### config.mk
export PLATFORM = sky130hd
export DESIGN_NAME = atapi_packet_command_sequencer_core
export DESIGN_NICKNAME = d
export VERILOG_FILES = /design/src/hdl/apcs_pkg.sv /design/src/hdl/apcs_step.sv /design/src/hdl/atapi_packet_command_sequencer_core.sv
export SDC_FILE = /design/constraint.sdc
export NUM_CORES = 1
export LEC_CHECK = 0
export BUFFER_PORTS_ARGS = -buffer_cell sky130_fd_sc_hd__clkbuf_2
export CAP_MARGIN = 30
export CORE_AREA = 5 5 178 180
export CTS_BUF_LIST = sky130_fd_sc_hd__clkbuf_16
export CTS_CLUSTER_DIAMETER = 60
export DETAILED_ROUTE_END_ITERATION = 16
export DIE_AREA = 0 0 183 185
export PLACE_DENSITY_LB_ADDON = 0.2
export SKIP_LAST_GASP = 1
export SLEW_MARGIN = 0
export SYNTH_ARGS = -nofsm -noshare
export SYNTH_HDL_FRONTEND = slang
export SYNTH_HIERARCHICAL = 1
export SYNTH_SLANG_ARGS = --single-unit
### constraint.sdc
create_clock -name i_clk -period 21.6 [get_ports i_clk]
set_input_delay 4.32 -clock i_clk [delete_from_list [all_inputs] [get_ports i_clk]]
set_output_delay 4.32 -clock i_clk [all_outputs]
set_load 0.02 [all_outputs]
### src/hdl/apcs_pkg.sv
package apcs_pkg;

    // field widths fixed by the interface
    localparam int TMO_BITS    = 14;
    localparam int LIMIT_BITS  = 16;
    localparam int COUNT_BITS  = 16;
    localparam int WORD_BITS   = 15;
    localparam int BYTES_BITS  = 32;
    localparam int BLOCK_BITS  = 32;
    localparam int CFG_IDX_BITS = 2;

    // register reset values
    localparam logic [TMO_BITS-1:0]   SEL_TMO_RST  = 14'd30;
    localparam logic [TMO_BITS-1:0]   DRQ_TMO_RST  = 14'd500;
    localparam logic [TMO_BITS-1:0]   IRQ_TMO_RST  = 14'd10000;
    localparam logic [LIMIT_BITS-1:0] XFER_LIM_RST = 16'h8000;

    // status and register values
    localparam int            STAT_BSY_BIT = 7;
    localparam int            STAT_DRQ_BIT = 3;
    localparam logic [7:0]    STAT_XFER_MASK = 8'h88;
    localparam logic [7:0]    STAT_XFER_RDY  = 8'h08;
    localparam logic [7:0]    SEL_BASE   = 8'hA0;
    localparam logic [7:0]    TF_BASE    = 8'hE0;

    // interrupt phase codes: {drq, 0, io, cod}
    localparam logic [3:0] PHASE_DONE  = 4'h3;
    localparam logic [3:0] PHASE_ABORT = 4'h0;
    localparam logic [3:0] PHASE_DATA  = 4'hA;

    typedef enum logic [CFG_IDX_BITS-1:0] {
        CFG_SEL_TMO  = 2'd0,
        CFG_DRQ_TMO  = 2'd1,
        CFG_IRQ_TMO  = 2'd2,
        CFG_XFER_LIM = 2'd3
    } t_cfg_idx;

    typedef enum logic [1:0] {
        REQ_START = 2'd0,
        REQ_TICK  = 2'd1,
        REQ_IRQ   = 2'd2
    } t_req;

    typedef enum logic [2:0] {
        ST_IDLE     = 3'd0,
        ST_BSY_PRE  = 3'd1,
        ST_BSY_POST = 3'd2,
        ST_DRQ      = 3'd3,
        ST_IRQ      = 3'd4
    } t_seq_state;

    typedef enum logic [2:0] {
        ACT_WAIT     = 3'd0,
        ACT_SELECT   = 3'd1,
        ACT_TASKFILE = 3'd2,
        ACT_PACKET   = 3'd3,
        ACT_READ     = 3'd4,
        ACT_FINISHED = 3'd5
    } t_action;

    typedef enum logic [2:0] {
        OUT_RUNNING  = 3'd0,
        OUT_OK       = 3'd1,
        OUT_SEL_TMO  = 3'd2,
        OUT_NO_DRQ   = 3'd3,
        OUT_IRQ_TMO  = 3'd4,
        OUT_SHORT    = 3'd5,
        OUT_ABORTED  = 3'd6,
        OUT_BAD_PHASE = 3'd7
    } t_outcome;

    typedef struct packed {
        logic [TMO_BITS-1:0]   sel_tmo;
        logic [TMO_BITS-1:0]   drq_tmo;
        logic [TMO_BITS-1:0]   irq_tmo;
        logic [LIMIT_BITS-1:0] xfer_limit;
    } t_cfg;

    typedef struct packed {
        logic [1:0]            req_type;
        logic [7:0]            status;
        logic [1:0]            reason;
        logic [COUNT_BITS-1:0] byte_count;
        logic [BYTES_BITS-1:0] expect_bytes;
        logic [BLOCK_BITS-1:0] start_block;
        logic                  target_slave;
        logic                  already_selected;
    } t_item;

    typedef struct packed {
        t_seq_state            seq_state;
        logic [BYTES_BITS-1:0] bytes_left;
        logic [BLOCK_BITS-1:0] block_num;
        logic                  slave_sel;
    } t_ctx;

    typedef struct packed {
        t_action               action;
        logic [7:0]            reg_value;
        logic [LIMIT_BITS-1:0] limit_out;
        logic [WORD_BITS-1:0]  read_words;
        logic                  odd_left;
        t_outcome              outcome;
        logic [BYTES_BITS-1:0] remaining;
        logic [BLOCK_BITS-1:0] block;
    } t_result;

endpackage

### src/hdl/apcs_step.sv
module apcs_step #(
    parameter int CD_BITS     = 14,
    parameter int SECTOR_BITS = 11
) (
    input  apcs_pkg::t_item   i_item,
    input  apcs_pkg::t_cfg    i_cfg,
    input  apcs_pkg::t_ctx    i_ctx,
    input  logic [CD_BITS-1:0] i_cd,
    output apcs_pkg::t_ctx    o_ctx,
    output logic [CD_BITS-1:0] o_cd,
    output apcs_pkg::t_result o_res
);
    import apcs_pkg::*;

    localparam int LW = (CD_BITS > TMO_BITS) ? CD_BITS : TMO_BITS;
    localparam logic [LW-1:0] CD_MAX = LW'({CD_BITS{1'b1}});

    // clamp a timeout register to the countdown range
    function automatic logic [CD_BITS-1:0] load_count(input logic [TMO_BITS-1:0] v);
        logic [LW-1:0] v_ext;
        v_ext = LW'(v);
        if (v_ext > CD_MAX) begin
            return {CD_BITS{1'b1}};
        end
        return CD_BITS'(v_ext);
    endfunction

    logic                  busy;
    logic                  cd_out;
    logic [CD_BITS-1:0]    cd_dec;
    logic [3:0]            phase;
    logic [7:0]            slave_bit;

    // shared decodes of the sample and countdown
    assign busy      = i_item.status[STAT_BSY_BIT];
    assign cd_out    = (i_cd <= CD_BITS'(1));
    assign cd_dec    = cd_out ? '0 : i_cd - CD_BITS'(1);
    assign phase     = {i_item.status[STAT_DRQ_BIT], 1'b0, i_item.reason};
    assign slave_bit = {3'b000, i_ctx.slave_sel, 4'b0000};

    // sequencer next state and result
    always_comb begin
        o_ctx = i_ctx;
        o_cd  = i_cd;
        o_res = '0;
        o_res.action  = ACT_WAIT;
        o_res.outcome = OUT_RUNNING;

        unique case (i_item.req_type)
            REQ_START: begin
                o_ctx.bytes_left = i_item.expect_bytes;
                o_ctx.block_num  = i_item.start_block;
                o_ctx.slave_sel  = i_item.target_slave;
                if (i_item.already_selected) begin
                    o_res.action    = ACT_TASKFILE;
                    o_res.reg_value = TF_BASE | {3'b000, i_item.target_slave, 4'b0000};
                    o_res.limit_out = i_cfg.xfer_limit;
                    o_ctx.seq_state = ST_DRQ;
                    o_cd            = load_count(i_cfg.drq_tmo);
                end else begin
                    o_ctx.seq_state = ST_BSY_PRE;
                    o_cd            = load_count(i_cfg.sel_tmo);
                end
            end
            REQ_TICK: begin
                unique case (i_ctx.seq_state)
                    ST_BSY_PRE: begin
                        if (!busy) begin
                            o_res.action    = ACT_SELECT;
                            o_res.reg_value = SEL_BASE | slave_bit;
                            o_ctx.seq_state = ST_BSY_POST;
                            o_cd            = load_count(i_cfg.sel_tmo);
                        end else if (cd_out) begin
                            o_res.action    = ACT_FINISHED;
                            o_res.outcome   = OUT_SEL_TMO;
                            o_ctx.seq_state = ST_IDLE;
                            o_cd            = '0;
                        end else begin
                            o_cd = cd_dec;
                        end
                    end
                    ST_BSY_POST: begin
                        if (!busy) begin
                            o_res.action    = ACT_TASKFILE;
                            o_res.reg_value = TF_BASE | slave_bit;
                            o_res.limit_out = i_cfg.xfer_limit;
                            o_ctx.seq_state = ST_DRQ;
                            o_cd            = load_count(i_cfg.drq_tmo);
                        end else if (cd_out) begin
                            o_res.action    = ACT_FINISHED;
                            o_res.outcome   = OUT_SEL_TMO;
                            o_ctx.seq_state = ST_IDLE;
                            o_cd            = '0;
                        end else begin
                            o_cd = cd_dec;
                        end
                    end
                    ST_DRQ: begin
                        if ((i_item.status & STAT_XFER_MASK) == STAT_XFER_RDY) begin
                            o_res.action    = ACT_PACKET;
                            o_ctx.seq_state = ST_IRQ;
                            o_cd            = load_count(i_cfg.irq_tmo);
                        end else if (cd_out) begin
                            o_res.action    = ACT_FINISHED;
                            o_res.outcome   = OUT_NO_DRQ;
                            o_ctx.seq_state = ST_IDLE;
                            o_cd            = '0;
                        end else begin
                            o_cd = cd_dec;
                        end
                    end
                    ST_IRQ: begin
                        if (cd_out) begin
                            o_res.action    = ACT_FINISHED;
                            o_res.outcome   = OUT_IRQ_TMO;
                            o_ctx.seq_state = ST_IDLE;
                            o_cd            = '0;
                        end else begin
                            o_cd = cd_dec;
                        end
                    end
                    default: begin
                    end
                endcase
            end
            REQ_IRQ: begin
                if (i_ctx.seq_state == ST_IRQ) begin
                    if (phase == PHASE_DATA) begin
                        o_res.action     = ACT_READ;
                        o_res.read_words = i_item.byte_count[COUNT_BITS-1:1];
                        o_res.odd_left   = i_item.byte_count[0];
                        o_ctx.bytes_left = (i_ctx.bytes_left > BYTES_BITS'(i_item.byte_count))
                                         ? i_ctx.bytes_left - BYTES_BITS'(i_item.byte_count)
                                         : '0;
                        o_ctx.block_num  = i_ctx.block_num
                                         + BLOCK_BITS'(i_item.byte_count >> SECTOR_BITS);
                        o_cd             = load_count(i_cfg.irq_tmo);
                    end else begin
                        o_res.action    = ACT_FINISHED;
                        o_ctx.seq_state = ST_IDLE;
                        o_cd            = '0;
                        if (phase == PHASE_DONE) begin
                            o_res.outcome = (i_ctx.bytes_left != '0) ? OUT_SHORT : OUT_OK;
                        end else if (phase == PHASE_ABORT) begin
                            o_res.outcome = OUT_ABORTED;
                        end else begin
                            o_res.outcome = OUT_BAD_PHASE;
                        end
                    end
                end
            end
            default: begin
            end
        endcase

        o_res.remaining = o_ctx.bytes_left;
        o_res.block     = o_ctx.block_num;
    end

endmodule

### src/hdl/atapi_packet_command_sequencer_core.sv
// ATAPI packet command sequencer, host side, PIO data-in.
// Request channel (i_in_valid / o_in_stall): one request per accepted beat,
// a start, a one millisecond tick carrying a status sample, or a drive
// interrupt. Every request gives exactly one result on the result channel
// (o_out_valid / i_out_stall) with the action to perform, register values
// and the running byte count and block number.
// Each result is registered: in the result register, or in the one-entry
// skid buffer behind it when the receiver stalls. Throughput is one
// request per cycle while o_in_stall is low; the whole sequencer update is
// a single pass of logic from the state registers. When the receiver
// stalls the result holds, one more request is taken into the skid buffer,
// and then o_in_stall rises until the receiver drains it. Configuration
// writes (i_cfg_valid, always ready) set the three timeouts and the byte
// count limit; the user makes them only while idle; the block does not check.
// Synchronous reset returns the registers to their defaults, the sequencer
// to idle with zero counts, and empties the result path.
module atapi_packet_command_sequencer_core #(
    parameter int COUNTDOWN_BITS = 14,
    parameter int SECTOR_SHIFT   = 11
) (
    input  logic                             i_clk,
    input  logic                             i_rst_n,
    // request channel
    input  logic                             i_in_valid,
    output logic                             o_in_stall,
    input  logic [1:0]                       i_req_type,
    input  logic [7:0]                       i_status,
    input  logic [1:0]                       i_reason,
    input  logic [apcs_pkg::COUNT_BITS-1:0]  i_byte_count,
    input  logic [apcs_pkg::BYTES_BITS-1:0]  i_expect_bytes,
    input  logic [apcs_pkg::BLOCK_BITS-1:0]  i_start_block,
    input  logic                             i_target_slave,
    input  logic                             i_already_selected,
    // result channel
    output logic                             o_out_valid,
    input  logic                             i_out_stall,
    output logic [2:0]                       o_action,
    output logic [7:0]                       o_reg_value,
    output logic [apcs_pkg::LIMIT_BITS-1:0]  o_limit_out,
    output logic [apcs_pkg::WORD_BITS-1:0]   o_read_words,
    output logic                             o_odd_left,
    output logic [2:0]                       o_outcome,
    output logic [apcs_pkg::BYTES_BITS-1:0]  o_remaining,
    output logic [apcs_pkg::BLOCK_BITS-1:0]  o_block,
    // configuration write channel
    input  logic                             i_cfg_valid,
    output logic                             o_cfg_ready,
    input  logic [apcs_pkg::CFG_IDX_BITS-1:0] i_cfg_index,
    input  logic [apcs_pkg::LIMIT_BITS-1:0]  i_cfg_data
);
    import apcs_pkg::*;

    t_cfg                  r_cfg;
    t_ctx                  r_ctx;
    t_ctx                  n_ctx;
    logic [COUNTDOWN_BITS-1:0] r_cd;
    logic [COUNTDOWN_BITS-1:0] n_cd;
    t_item                 item;
    t_result               res;
    t_result               r_out;
    t_result               n_out;
    t_result               r_skid;
    logic                  r_out_valid;
    logic                  n_out_valid;
    logic                  r_skid_valid;
    logic                  n_skid_valid;
    logic                  accept;
    logic                  out_free;

    // request fields
    assign item.req_type         = i_req_type;
    assign item.status           = i_status;
    assign item.reason           = i_reason;
    assign item.byte_count       = i_byte_count;
    assign item.expect_bytes     = i_expect_bytes;
    assign item.start_block      = i_start_block;
    assign item.target_slave     = i_target_slave;
    assign item.already_selected = i_already_selected;

    // handshakes
    assign o_cfg_ready = 1'b1;
    assign o_in_stall  = r_skid_valid;
    assign accept      = i_in_valid && !r_skid_valid;
    assign out_free    = !r_out_valid || !i_out_stall;

    // configuration registers
    always_ff @(posedge i_clk) begin
        if (!i_rst_n) begin
            r_cfg.sel_tmo    <= SEL_TMO_RST;
            r_cfg.drq_tmo    <= DRQ_TMO_RST;
            r_cfg.irq_tmo    <= IRQ_TMO_RST;
            r_cfg.xfer_limit <= XFER_LIM_RST;
        end else if (i_cfg_valid) begin
            unique case (t_cfg_idx'(i_cfg_index))
                CFG_SEL_TMO:  r_cfg.sel_tmo    <= i_cfg_data[TMO_BITS-1:0];
                CFG_DRQ_TMO:  r_cfg.drq_tmo    <= i_cfg_data[TMO_BITS-1:0];
                CFG_IRQ_TMO:  r_cfg.irq_tmo    <= i_cfg_data[TMO_BITS-1:0];
                CFG_XFER_LIM: r_cfg.xfer_limit <= i_cfg_data;
                default: begin
                end
            endcase
        end
    end

    // sequencer update
    apcs_step #(
        .CD_BITS     (COUNTDOWN_BITS),
        .SECTOR_BITS (SECTOR_SHIFT)
    ) u_step (
        .i_item (item),
        .i_cfg  (r_cfg),
        .i_ctx  (r_ctx),
        .i_cd   (r_cd),
        .o_ctx  (n_ctx),
        .o_cd   (n_cd),
        .o_res  (res)
    );

    always_ff @(posedge i_clk) begin
        if (!i_rst_n) begin
            r_ctx.seq_state  <= ST_IDLE;
            r_ctx.bytes_left <= '0;
            r_ctx.block_num  <= '0;
            r_ctx.slave_sel  <= 1'b0;
            r_cd             <= '0;
        end else if (accept) begin
            r_ctx <= n_ctx;
            r_cd  <= n_cd;
        end
    end

    // result register and skid buffer steering
    always_comb begin
        n_out        = r_out;
        n_out_valid  = r_out_valid;
        n_skid_valid = r_skid_valid;
        if (out_free) begin
            if (r_skid_valid) begin
                n_out        = r_skid;
                n_out_valid  = 1'b1;
                n_skid_valid = 1'b0;
            end else begin
                n_out       = res;
                n_out_valid = accept;
            end
        end else if (accept) begin
            n_skid_valid = 1'b1;
        end
    end

    always_ff @(posedge i_clk) begin
        if (!i_rst_n) begin
            r_out_valid  <= 1'b0;
            r_skid_valid <= 1'b0;
        end else begin
            r_out_valid  <= n_out_valid;
            r_skid_valid <= n_skid_valid;
        end
    end

    always_ff @(posedge i_clk) begin
        r_out <= n_out;
        if (!out_free && accept) begin
            r_skid <= res;
        end
    end

    // result ports
    assign o_out_valid  = r_out_valid;
    assign o_action     = r_out.action;
    assign o_reg_value  = r_out.reg_value;
    assign o_limit_out  = r_out.limit_out;
    assign o_read_words = r_out.read_words;
    assign o_odd_left   = r_out.odd_left;
    assign o_outcome    = r_out.outcome;
    assign o_remaining  = r_out.remaining;
    assign o_block      = r_out.block;

endmodule

# Word level (Yosys, flattened, before mapping)
# Index checks and enable logic that the tools add are counted.
[classes] addsub=3 n_lt_le_gt_ge=5 n_eq_ne=15 mux=79 bitwise=1 n_reduce_logical=21
[op_table] operator="2-to-1 mux 14 bit" count=16
[op_table] operator="one-hot mux 64 bit (2 select lines)" count=1
[op_table] operator="2-to-1 mux 110 bit" count=1
[op_table] operator="2-to-1 mux 67 bit" count=1
[op_table] operator="2-to-1 mux 64 bit" count=1
[op_table] operator="one-hot mux 14 bit (4 select lines)" count=1
[op_table] operator="2-to-1 mux 16 bit" count=3
[op_table] operator="2-to-1 mux 3 bit" count=16
[op_table] operator="one-hot mux 24 bit (2 select lines)" count=1
[op_table] operator="> comparator 14 bit (second input constant)" count=3
[op_table] operator="one-hot mux 14 bit (3 select lines)" count=1
[op_table] operator="adder 32 x 5 -> 32 bit" count=1
[op_table] operator="> comparator 32 x 16 -> 1 bit" count=1
[op_table] operator="2-to-1 mux 32 bit" count=1
[op_table] operator="nonzero test 32 bit" count=1
[op_table] operator="subtractor 32 x 16 -> 32 bit" count=1
[op_table] operator="one-hot mux 3 bit (3 select lines)" count=3
[op_table] operator="2-to-1 mux 26 bit" count=1
[op_table] operator="2-to-1 mux 24 bit" count=1
[op_table] operator="one-hot mux 3 bit (4 select lines)" count=2
[op_table] operator="2-to-1 mux 1 bit" count=22
[op_table] operator="2-to-1 mux 19 bit" count=1
[op_table] operator="one-hot mux 8 bit (2 select lines)" count=1
[op_table] operator="less-or-equal comparator 14 x 1 -> 1 bit (second input constant)" count=1
[op_table] operator="other kinds (23)" count=42
[word_totals] register_bits=362 inputBits=117 out_inout_bits=113 wordCells=151

# Logic depth before layout (Yosys ltp)
# Gate-level depths: netlist (run 1).
[logic_depth] ltp_word=9 mapped_depth=13 mapped_depth_nobuf=13

# Modules after synthesis
# Netlist (run 1), hierarchy kept.
[by_module_without_submodules] module="atapi_packet_command_sequencer_core" instances=1 cells_each=919 area_per_inst_um2=13077.5 seq_area_each_um2=9449.1
[by_module_without_submodules] module="apcs_step" instances=1 cells_each=897 area_per_inst_um2=5751.8 seq_area_each_um2=0.0

# Worst setup path before layout (run 1)
# No wires, ideal clock.
[synth_timing] kind="input to register" start="input port i_out_stall" end="register r_skid[0] (netlist bit) (enable)" setup_ps=581 arrival_ps=11714 t_required_ps=21019 path_slack_ps=9305 stages=2 n_path_buf=0 path_cell_list="nand2_1 > nor2_1"
[synth_via] elab_chain_len=4
[synth_rtl] element="start: declaration" line_no="atapi_packet_command_sequencer_core.sv:36" text="input logic i_out_stall,"
[synth_rtl] element="logical NOT 1 bit" line_no="atapi_packet_command_sequencer_core.sv:84" text="assign out_free = !r_out_valid || !i_out_stall;"
[synth_rtl] element="logical OR 1 bit" line_no="atapi_packet_command_sequencer_core.sv:84"
[synth_rtl] element="logical NOT 1 bit" line_no="atapi_packet_command_sequencer_core.sv:163" text="if (!out_free && accept) begin"
[synth_rtl] element="logical AND 1 bit" line_no="atapi_packet_command_sequencer_core.sv:163"
[synth_rtl] element="end signal: assignment" line_no="atapi_packet_command_sequencer_core.sv:164" text="r_skid <= res;"
[synth_rtl] element="end: declaration" line_no="atapi_packet_command_sequencer_core.sv:62" text="t_result r_skid;"
# No other way between the ends.
# A chain may end at the register's enable or synchronous reset.

==> results.cfg, run 1 <==
[logic_synthesis]
avgSynthCellArea_um2 = 10.4
yosys_register_bits = 362
synth-edff-count = 220
synth_area_um2 = 18800
synth_largest_type_area_fraction_pct = 35.1
synth-async-reset-ratio_pct = 0
synth_cells = 1816
synth_top_family_by_area = compound AO/OA/AOI/OAI gates
synth_compound_area_share_pct = 15.7
synth-xor-area-share_pct = 2.65
count_leader_synth = nand2_1
muxShareOfSynthArea_pct = 8.64
synthDominantAreaCellType = edfxtp_1
synth_cell_types = 78
synth-simple-area-share_pct = 14.4
synth-seq-area-share_pct = 50.2
synthTopCellsByArea = edfxtp_1 (35%), dfxtp_1 (15%), mux2_2 (6.9%), nand2_1 (5.4%), a21boi_0 (3.5%)
synthFlopType = edfxtp_1
yosys_warnings = 6
synth_adder_area_share_pct = 2.01
yosys-top-cells-count = nand2_1 (269), edfxtp_1 (220), dfxtp_1 (142), o21ai_0 (119), mux2_2 (116)

[critical_path]
timing.reg2reg.worst_path_depth = 8
crit_path_end_kind = flip-flop
timing.rr.start = r_ctx[66]
worst_setup_path_start_kind = input pin
critical_path.top_delay_family = simple AND/OR/NAND/NOR gates
timing.critical_path.cells = clkbuf_2 > inv_1 > ha_1 > nand2_1 > nor2_2 > a21oi_2 > a22oi_1 > o21ai_0 > mux2_2
required_ns = 21.88
ws_path_type = in2reg
timing.critical_path.fanout_max = 18
rrSetupSlack_ns = 17.71
worstReg2RegEnd = o_remaining[5]
cp_slowest_stage_delay_ns = 0.87
slowest_stage = nor2_2
crit_buf_inv = 2
arrival_ns = 7.75

[timing]
clock_skew_ns = 0.0201
fin_crit_sh_pct = 34.6
setup-tns-final_ns = 0
min_period_ns = 7.48
setup_ws_ns = 14.12
grt_setup_unrepaired = no
setup_viol = 0
slew_violations = 0
worst_hold_slack_ns = 0.469
hold_viol = 0
relative_slew_slack_pct = 25.8
max_slew.worst_pin.slew_ns = 1.11
timing.fmax_mhz = 134

[layout]
num-fill-cells = 2263
area_growth_pct = 10.9
drive_gt1_share_pct = 24.1
design.final.nets = 2065

[power]
power-per-cell-area_nw_per_um2 = 77.7
post-layout-total-power_w = 0.00162
cellLeakagePower_nw = 8.15
irDropWorstVdd_mv = 0.0874

[clock_network]
tritoncts_clock_tree = yes
number_of_clock_buffers_inserted_by_tritoncts = 40
holdBufCountCts = 0
post_cts_resize_count = 0
cts.reportedPaths.clkPinSlew_ns = 0.06
clock_insertion_delay_worst_skew_ns = 0.53
clk_path_buf_depth = 3
clkSinkCount = 362
root_buffer = clkbuf_16
postCtsSetupRepairBufs = 0
htreeDepth = 2

[drt]
postRouteAntennaNets = 0
avgRoutedWirePerCell_um = 20.2
dr.pass1.iters = 8
vias = 14300
vias_per_cell = 6.11
post_detailed_route_drc_marker_count = 0
dr.first_iter.drc_count = 1485
route.final.wire_length_um = 47300

[place]
pre_cts_slack_ns = 13.70
post-dp-hpwl_um = 31500
gp_congestion = 0.901
io_buffers = 222

[floorplan]
fp.dieH_um = 185
floorplan.initialDensity_pct = 62.7
core.rowCount = 64
area_of_the_die_um2 = 33900
pin_count = 230
core_area_um2 = 30000
die_width_um = 183

[hold_path]
worst_hold_startpoint = r_cfg[15]
min-delay-path-class = reg2reg
whs_path_depth = 2
worst_hold_path.endpoint = r_cfg[15]

[grt]
grt_pass1_vias = 13700
first_pass_grt_wire_length_um = 74400
maximum_number_of_pins_on_one_net_before_global_route_repair = 95
grt.total_usage_pct = 27.1
globalRouteOverflowTotal = 0
grt_antenna_before_repair = 1

[run]
max_cap_viols = 0

[status]
status = complete, no violations
[worst register-to-register path, cell delays in order, from the launching register on]
cell and delay, ns:
dfxtp_1 0.45, nor2_1 0.39, and2_1 0.30, nand2_1 0.49, nor2_2 0.87, a21oi_2 0.37, a22oi_1 0.30, o21ai_0 0.18
mux2_2 0.30
[per-stage QoR]
| step | util [%] | instance area (µm²) | instances |
|---|---|---|---|
| global placement | 65.1 | 19500 | 2267 |
| CTS | 69.3 | 20800 | 2344 |
| finish | 69.5 | 20900 | 2348 |
| detailed placement | 65.3 | 19600 | 2271 |
| floorplan | - | 18800 | 1819 |
| global route | 69.5 | 20900 | 2347 |
[cells by family (layout without fill, tap and decap cells)]
logic type	count (synthesis)	in the layout
other	2	7
multiplexers	148	148
flip-flops	362	362
XOR/XNOR	57	57
AO/OA/AOI/OAI	443	443
buffers and inverters	219	350
AND/OR/NAND/NOR	556	556
adder cells (fa/ha/maj)	29	29
[cell usage in the layout, fill, tap and decap left out, types with 21 or more instances in the layout]
| master | count |
|---|---|
| nand2_1 | 268 |
| clkbuf_2 | 221 |
| edfxtp_1 | 220 |
| dfxtp_1 | 141 |
| o21ai_0 | 119 |
| mux2_2 | 116 |
| a21boi_0 | 87 |
| nor2_1 | 73 |
| a22oi_1 | 58 |
| a21oi_1 | 56 |
| nand3_1 | 55 |
| inv_1 | 46 |
| clkbuf_16 | 40 |
| nor3_1 | 34 |
| mux2i_1 | 32 |
| xnor2_1 | 28 |
| xor2_1 | 28 |
| ha_1 | 26 |
| nor2b_1 | 21 |
[routing by layer]
layer | up-vias | global-route usage, % | routed length (µm)
li1 | 6738 | - | -
met5 | - | 0 | 0
met1 | 6846 | 37.0 | 19400
met3 | 104 | 4.44 | 3930
met2 | 658 | 44.6 | 22500
met4 | 0 | 9.21 | 1570
[how the worst max path moves through the flow]
stage,cells after the start,endpoint,slack [ns],startpoint
after floorplan,2,r_skid[0],9.31,i_out_stall
after global placement,9,o_remaining[17],13.81,i_req_type[0]
after detailed placement,11,r_ctx[53],13.70,i_req_type[0]
after CTS,10,o_remaining[20],14.24,i_req_type[0]
after global routing,9,o_remaining[5],13.98,i_req_type[0]
final,9,o_remaining[5],14.12,i_req_type[0]
[sequential cells by signal (all words and copies together), names as in the netlist]
name / count
o_block: 32
o_odd_left: 1
o_reg_value: 8
o_out_valid: 1
r_ctx: 68
r_cfg: 58
o_remaining: 32
o_limit_out: 16
o_action: 3
o_outcome: 3
o_read_words: 15
r_cd: 14
o_in_stall: 1
r_skid: 110
[power by group]
group / switching [W] / leakage [nW] / internal [W]
Combinational: 0.000131 / 4.11 / 0.0000730
Clock: 0.000271 / 0.644 / 0.000362
Sequential: 0.0000188 / 3.39 / 0.000767
Total: 0.000420 / 8.15 / 0.00120
[layout make-up]
cell class                 instances  area (µm²)  area share, %
clock inverter                    33         214           1.02
multi-input combinational       1238        8240           39.5
sequential                       362        9450           45.3
timing repair buffer             242        1340           6.41
inverter                          35         131          0.629
clock buffer                      40        1000           4.80
tap                              396         495           2.37
antenna                            2        5.00         0.0240
Note: power is estimated with default switching activity, not from simulation.
==> inputs of run 2 (changes only) <==
Settings changed: ABC_AREA set to 1, CORE_AREA 5 5 178 180 to 5 5 190 192, DIE_AREA 0 0 183 185 to 0 0 195 197.
Clock period 21.6 ns to 7.7 ns, I/O delays scaled along.
==> run 2 against run 1 <==
Against the previous run: die area grew 13%; total power grew to 3.2 times the previous value; clock skew grew 0.0095 ns; utilization shrank 3.8 points.
==> results.cfg, run 2 <==
[critical_path]
worst_setup_path_start_kind = flip-flop
critPathMostFrequentCell = nand2_1
slowest_stage = nor2_4
crit_path_end_kind = flip-flop
critical_path.top_delay_family = simple AND/OR/NAND/NOR gates
timing.critical_path.fanout_max = 31
cp_slowest_stage_delay_ns = 0.97
rrSetupSlack_ns = 3.85
crit_buf_inv = 2
arrival_ns = 4.19
required_ns = 8.03
ws_path_type = reg2reg
timing.critical_path.cells = inv_2 > nand3_2 > nor2_4 > inv_2 > nor2_1 > nand2_1 > nor2_2 > nand3_1 > nand3_1 > o211ai_1 > nand2_1 > nand2_1

[hold_path]
min-delay-path-class = reg2reg

[layout]
largest_registers = r_skid: 110 flops, r_ctx: 68 flops, r_cfg: 58 flops
mostFrequentLayoutCells = nand2_1 (816), nor2_1 (381), inv_1 (241)
layout.cells.most_common = nand2_1
design.final.nets = 2896
area_growth_pct = 11.3
largest_register_ff_count = 110
drive_gt1_share_pct = 13.2
top_register = r_skid
ff_latch_area_um2 = 9450
num-fill-cells = 3074
finish.cell_count_without_fillers = 3239
multi_input_area_um2 = 8780

[grt]
grt_pass1_vias = 17200
grt.met1_usage_pct = 39.6
first_pass_grt_wire_length_um = 94900
maximum_number_of_pins_on_one_net_before_global_route_repair = 109
grt_antenna_before_repair = 1
globalRouteOverflowTotal = 0
global_route.usage.met2_pct = 53.0
top_usage_layer = met2
grt.total_usage_pct = 30.8
grt.met3_usage_pct = 4.72

[floorplan]
area_of_the_die_um2 = 38400
pin_count = 230
fp.dieH_um = 197
core.rowCount = 68
floorplan.initialDensity_pct = 59.0
core_area_um2 = 34200
die_width_um = 195

[drt]
vias = 18300
dr.pass1.iters = 6
dr.first_iter.drc_count = 1655
vias_per_cell = 5.65
route.final.wire_length_um = 61000
postRouteAntennaNets = 0
avgRoutedWirePerCell_um = 18.8
post_detailed_route_drc_marker_count = 0

[logic_synthesis]
yosys-top-cells-count = nand2_1 (818), nor2_1 (383), inv_1 (228), edfxtp_1 (220), o21ai_0 (150)
synth_cells = 2653
synth_cell_types = 55
synthDominantAreaCellType = edfxtp_1
synthTopCellsByArea = edfxtp_1 (33%), nand2_1 (15%), dfxtp_1 (14%), nor2_1 (7.1%), inv_1 (4.2%)
synth_area_um2 = 20200
count_leader_synth = nand2_1
synth-edff-count = 220
synth-async-reset-ratio_pct = 0
yosys_register_bits = 362
synth_largest_type_area_fraction_pct = 32.7
synth-seq-area-share_pct = 46.8
yosys_warnings = 6
avgSynthCellArea_um2 = 7.61
synthFlopType = edfxtp_1

[place]
place_inst = 3159
io_buffers = 222
post-dp-hpwl_um = 41200
gp_congestion = 0.943
pre_cts_slack_ns = 3.34

[timing]
slew_violations = 0
setup_viol = 0
hold_viol = 0
clock_skew_ns = 0.0296
fin_crit_sh_pct = 50.0
min_period_ns = 3.85
timing.fmax_mhz = 260
grt_setup_unrepaired = no
relative_slew_slack_pct = 33.6
max_slew.worst_pin.slew_ns = 0.993
setup-tns-final_ns = 0
setup_ws_ns = 3.85

[clock_network]
root_buffer = clkbuf_16
tritoncts_clock_tree = yes
htreeDepth = 2
postCtsSetupRepairBufs = 0
number_of_clock_buffers_inserted_by_tritoncts = 42
cts.reportedPaths.clkPinSlew_ns = 0.06
post_cts_resize_count = 0
clkSinkCount = 362
holdBufCountCts = 0
clk_path_buf_depth = 3
clock_insertion_delay_worst_skew_ns = 0.59

[power]
power-per-cell-area_nw_per_um2 = 229
cellLeakagePower_nw = 10.5
irDropWorstVdd_mv = 0.199

[status]
status = complete, no violations

[run]
max_cap_viols = 0
## run 2: path summary, 6_finish.rpt
kind	startpoint	to	cells after the start
worst min register to register	r_cfg[37]	r_cfg[37]	2
worst max-delay path	r_ctx[66]	o_block[30]	12
worst max register to register	r_ctx[66]	o_block[30]	12
worst min-delay path	r_cfg[37]	r_cfg[37]	2
## run 2: power breakdown
| part | internal (W) | switching, W | leakage [nW] |
|---|---|---|---|
| sequential | 0.00220 | 0.0000871 | 3.45 |
| clock | 0.00115 | 0.000844 | 0.723 |
| combinational | 0.000266 | 0.000596 | 6.31 |
## run 2: routing by layer
| metal | up-vias | wire length [µm] |
|---|---|---|
| li1 | 8810 | - |
| met3 | 156 | 4260 |
| met4 | 0 | 2340 |
| met1 | 8567 | 24700 |
| met5 | - | 0 |
| met2 | 769 | 29700 |
## run 2: worst min-delay path: cells and delay by family, from the launching register on
kind / cells / cell delay [ns]
DFF: 1 / 0.33
and+or+nand+nor: 2 / 0.12
## run 2: cell type report
cell class / count / share of cell area, %
timing repair buffer: 242 / 6.16
inverter: 238 / 3.99
clock inverter: 35 / 1.51
multi-input combinational: 1864 / 39.1
antenna: 1 / 0.0111
sequential: 362 / 42.1
tap: 455 / 2.53
clock buffer: 42 / 4.68
## run 2: cell families after synthesis
logic type | share of synthesized area (%)
buffers and inverters | 9.90
DFF | 46.8
AOI/OAI and AO/OA | 11.0
and+or+nand+nor | 28.8
xor gates and xnor gates | 1.52
other | 0.0372
adders and majority gates | 1.87
## run 2: through the flow
| step | utilization [%] | instance area [µm²] | power, W | hold slack (ns) |
|---|---|---|---|---|
| after floorplan | - | 20200 | 0.00294 | 0.429 |
| after global placement | 61.2 | 20900 | 0.00315 | 0.441 |
| after detailed placement | 61.5 | 21000 | 0.00317 | 0.460 |
| after CTS | 65.5 | 22400 | 0.00515 | 0.475 |
| after global routing | 65.7 | 22500 | 0.00535 | 0.505 |
| final | 65.7 | 22500 | 0.00514 | 0.478 |
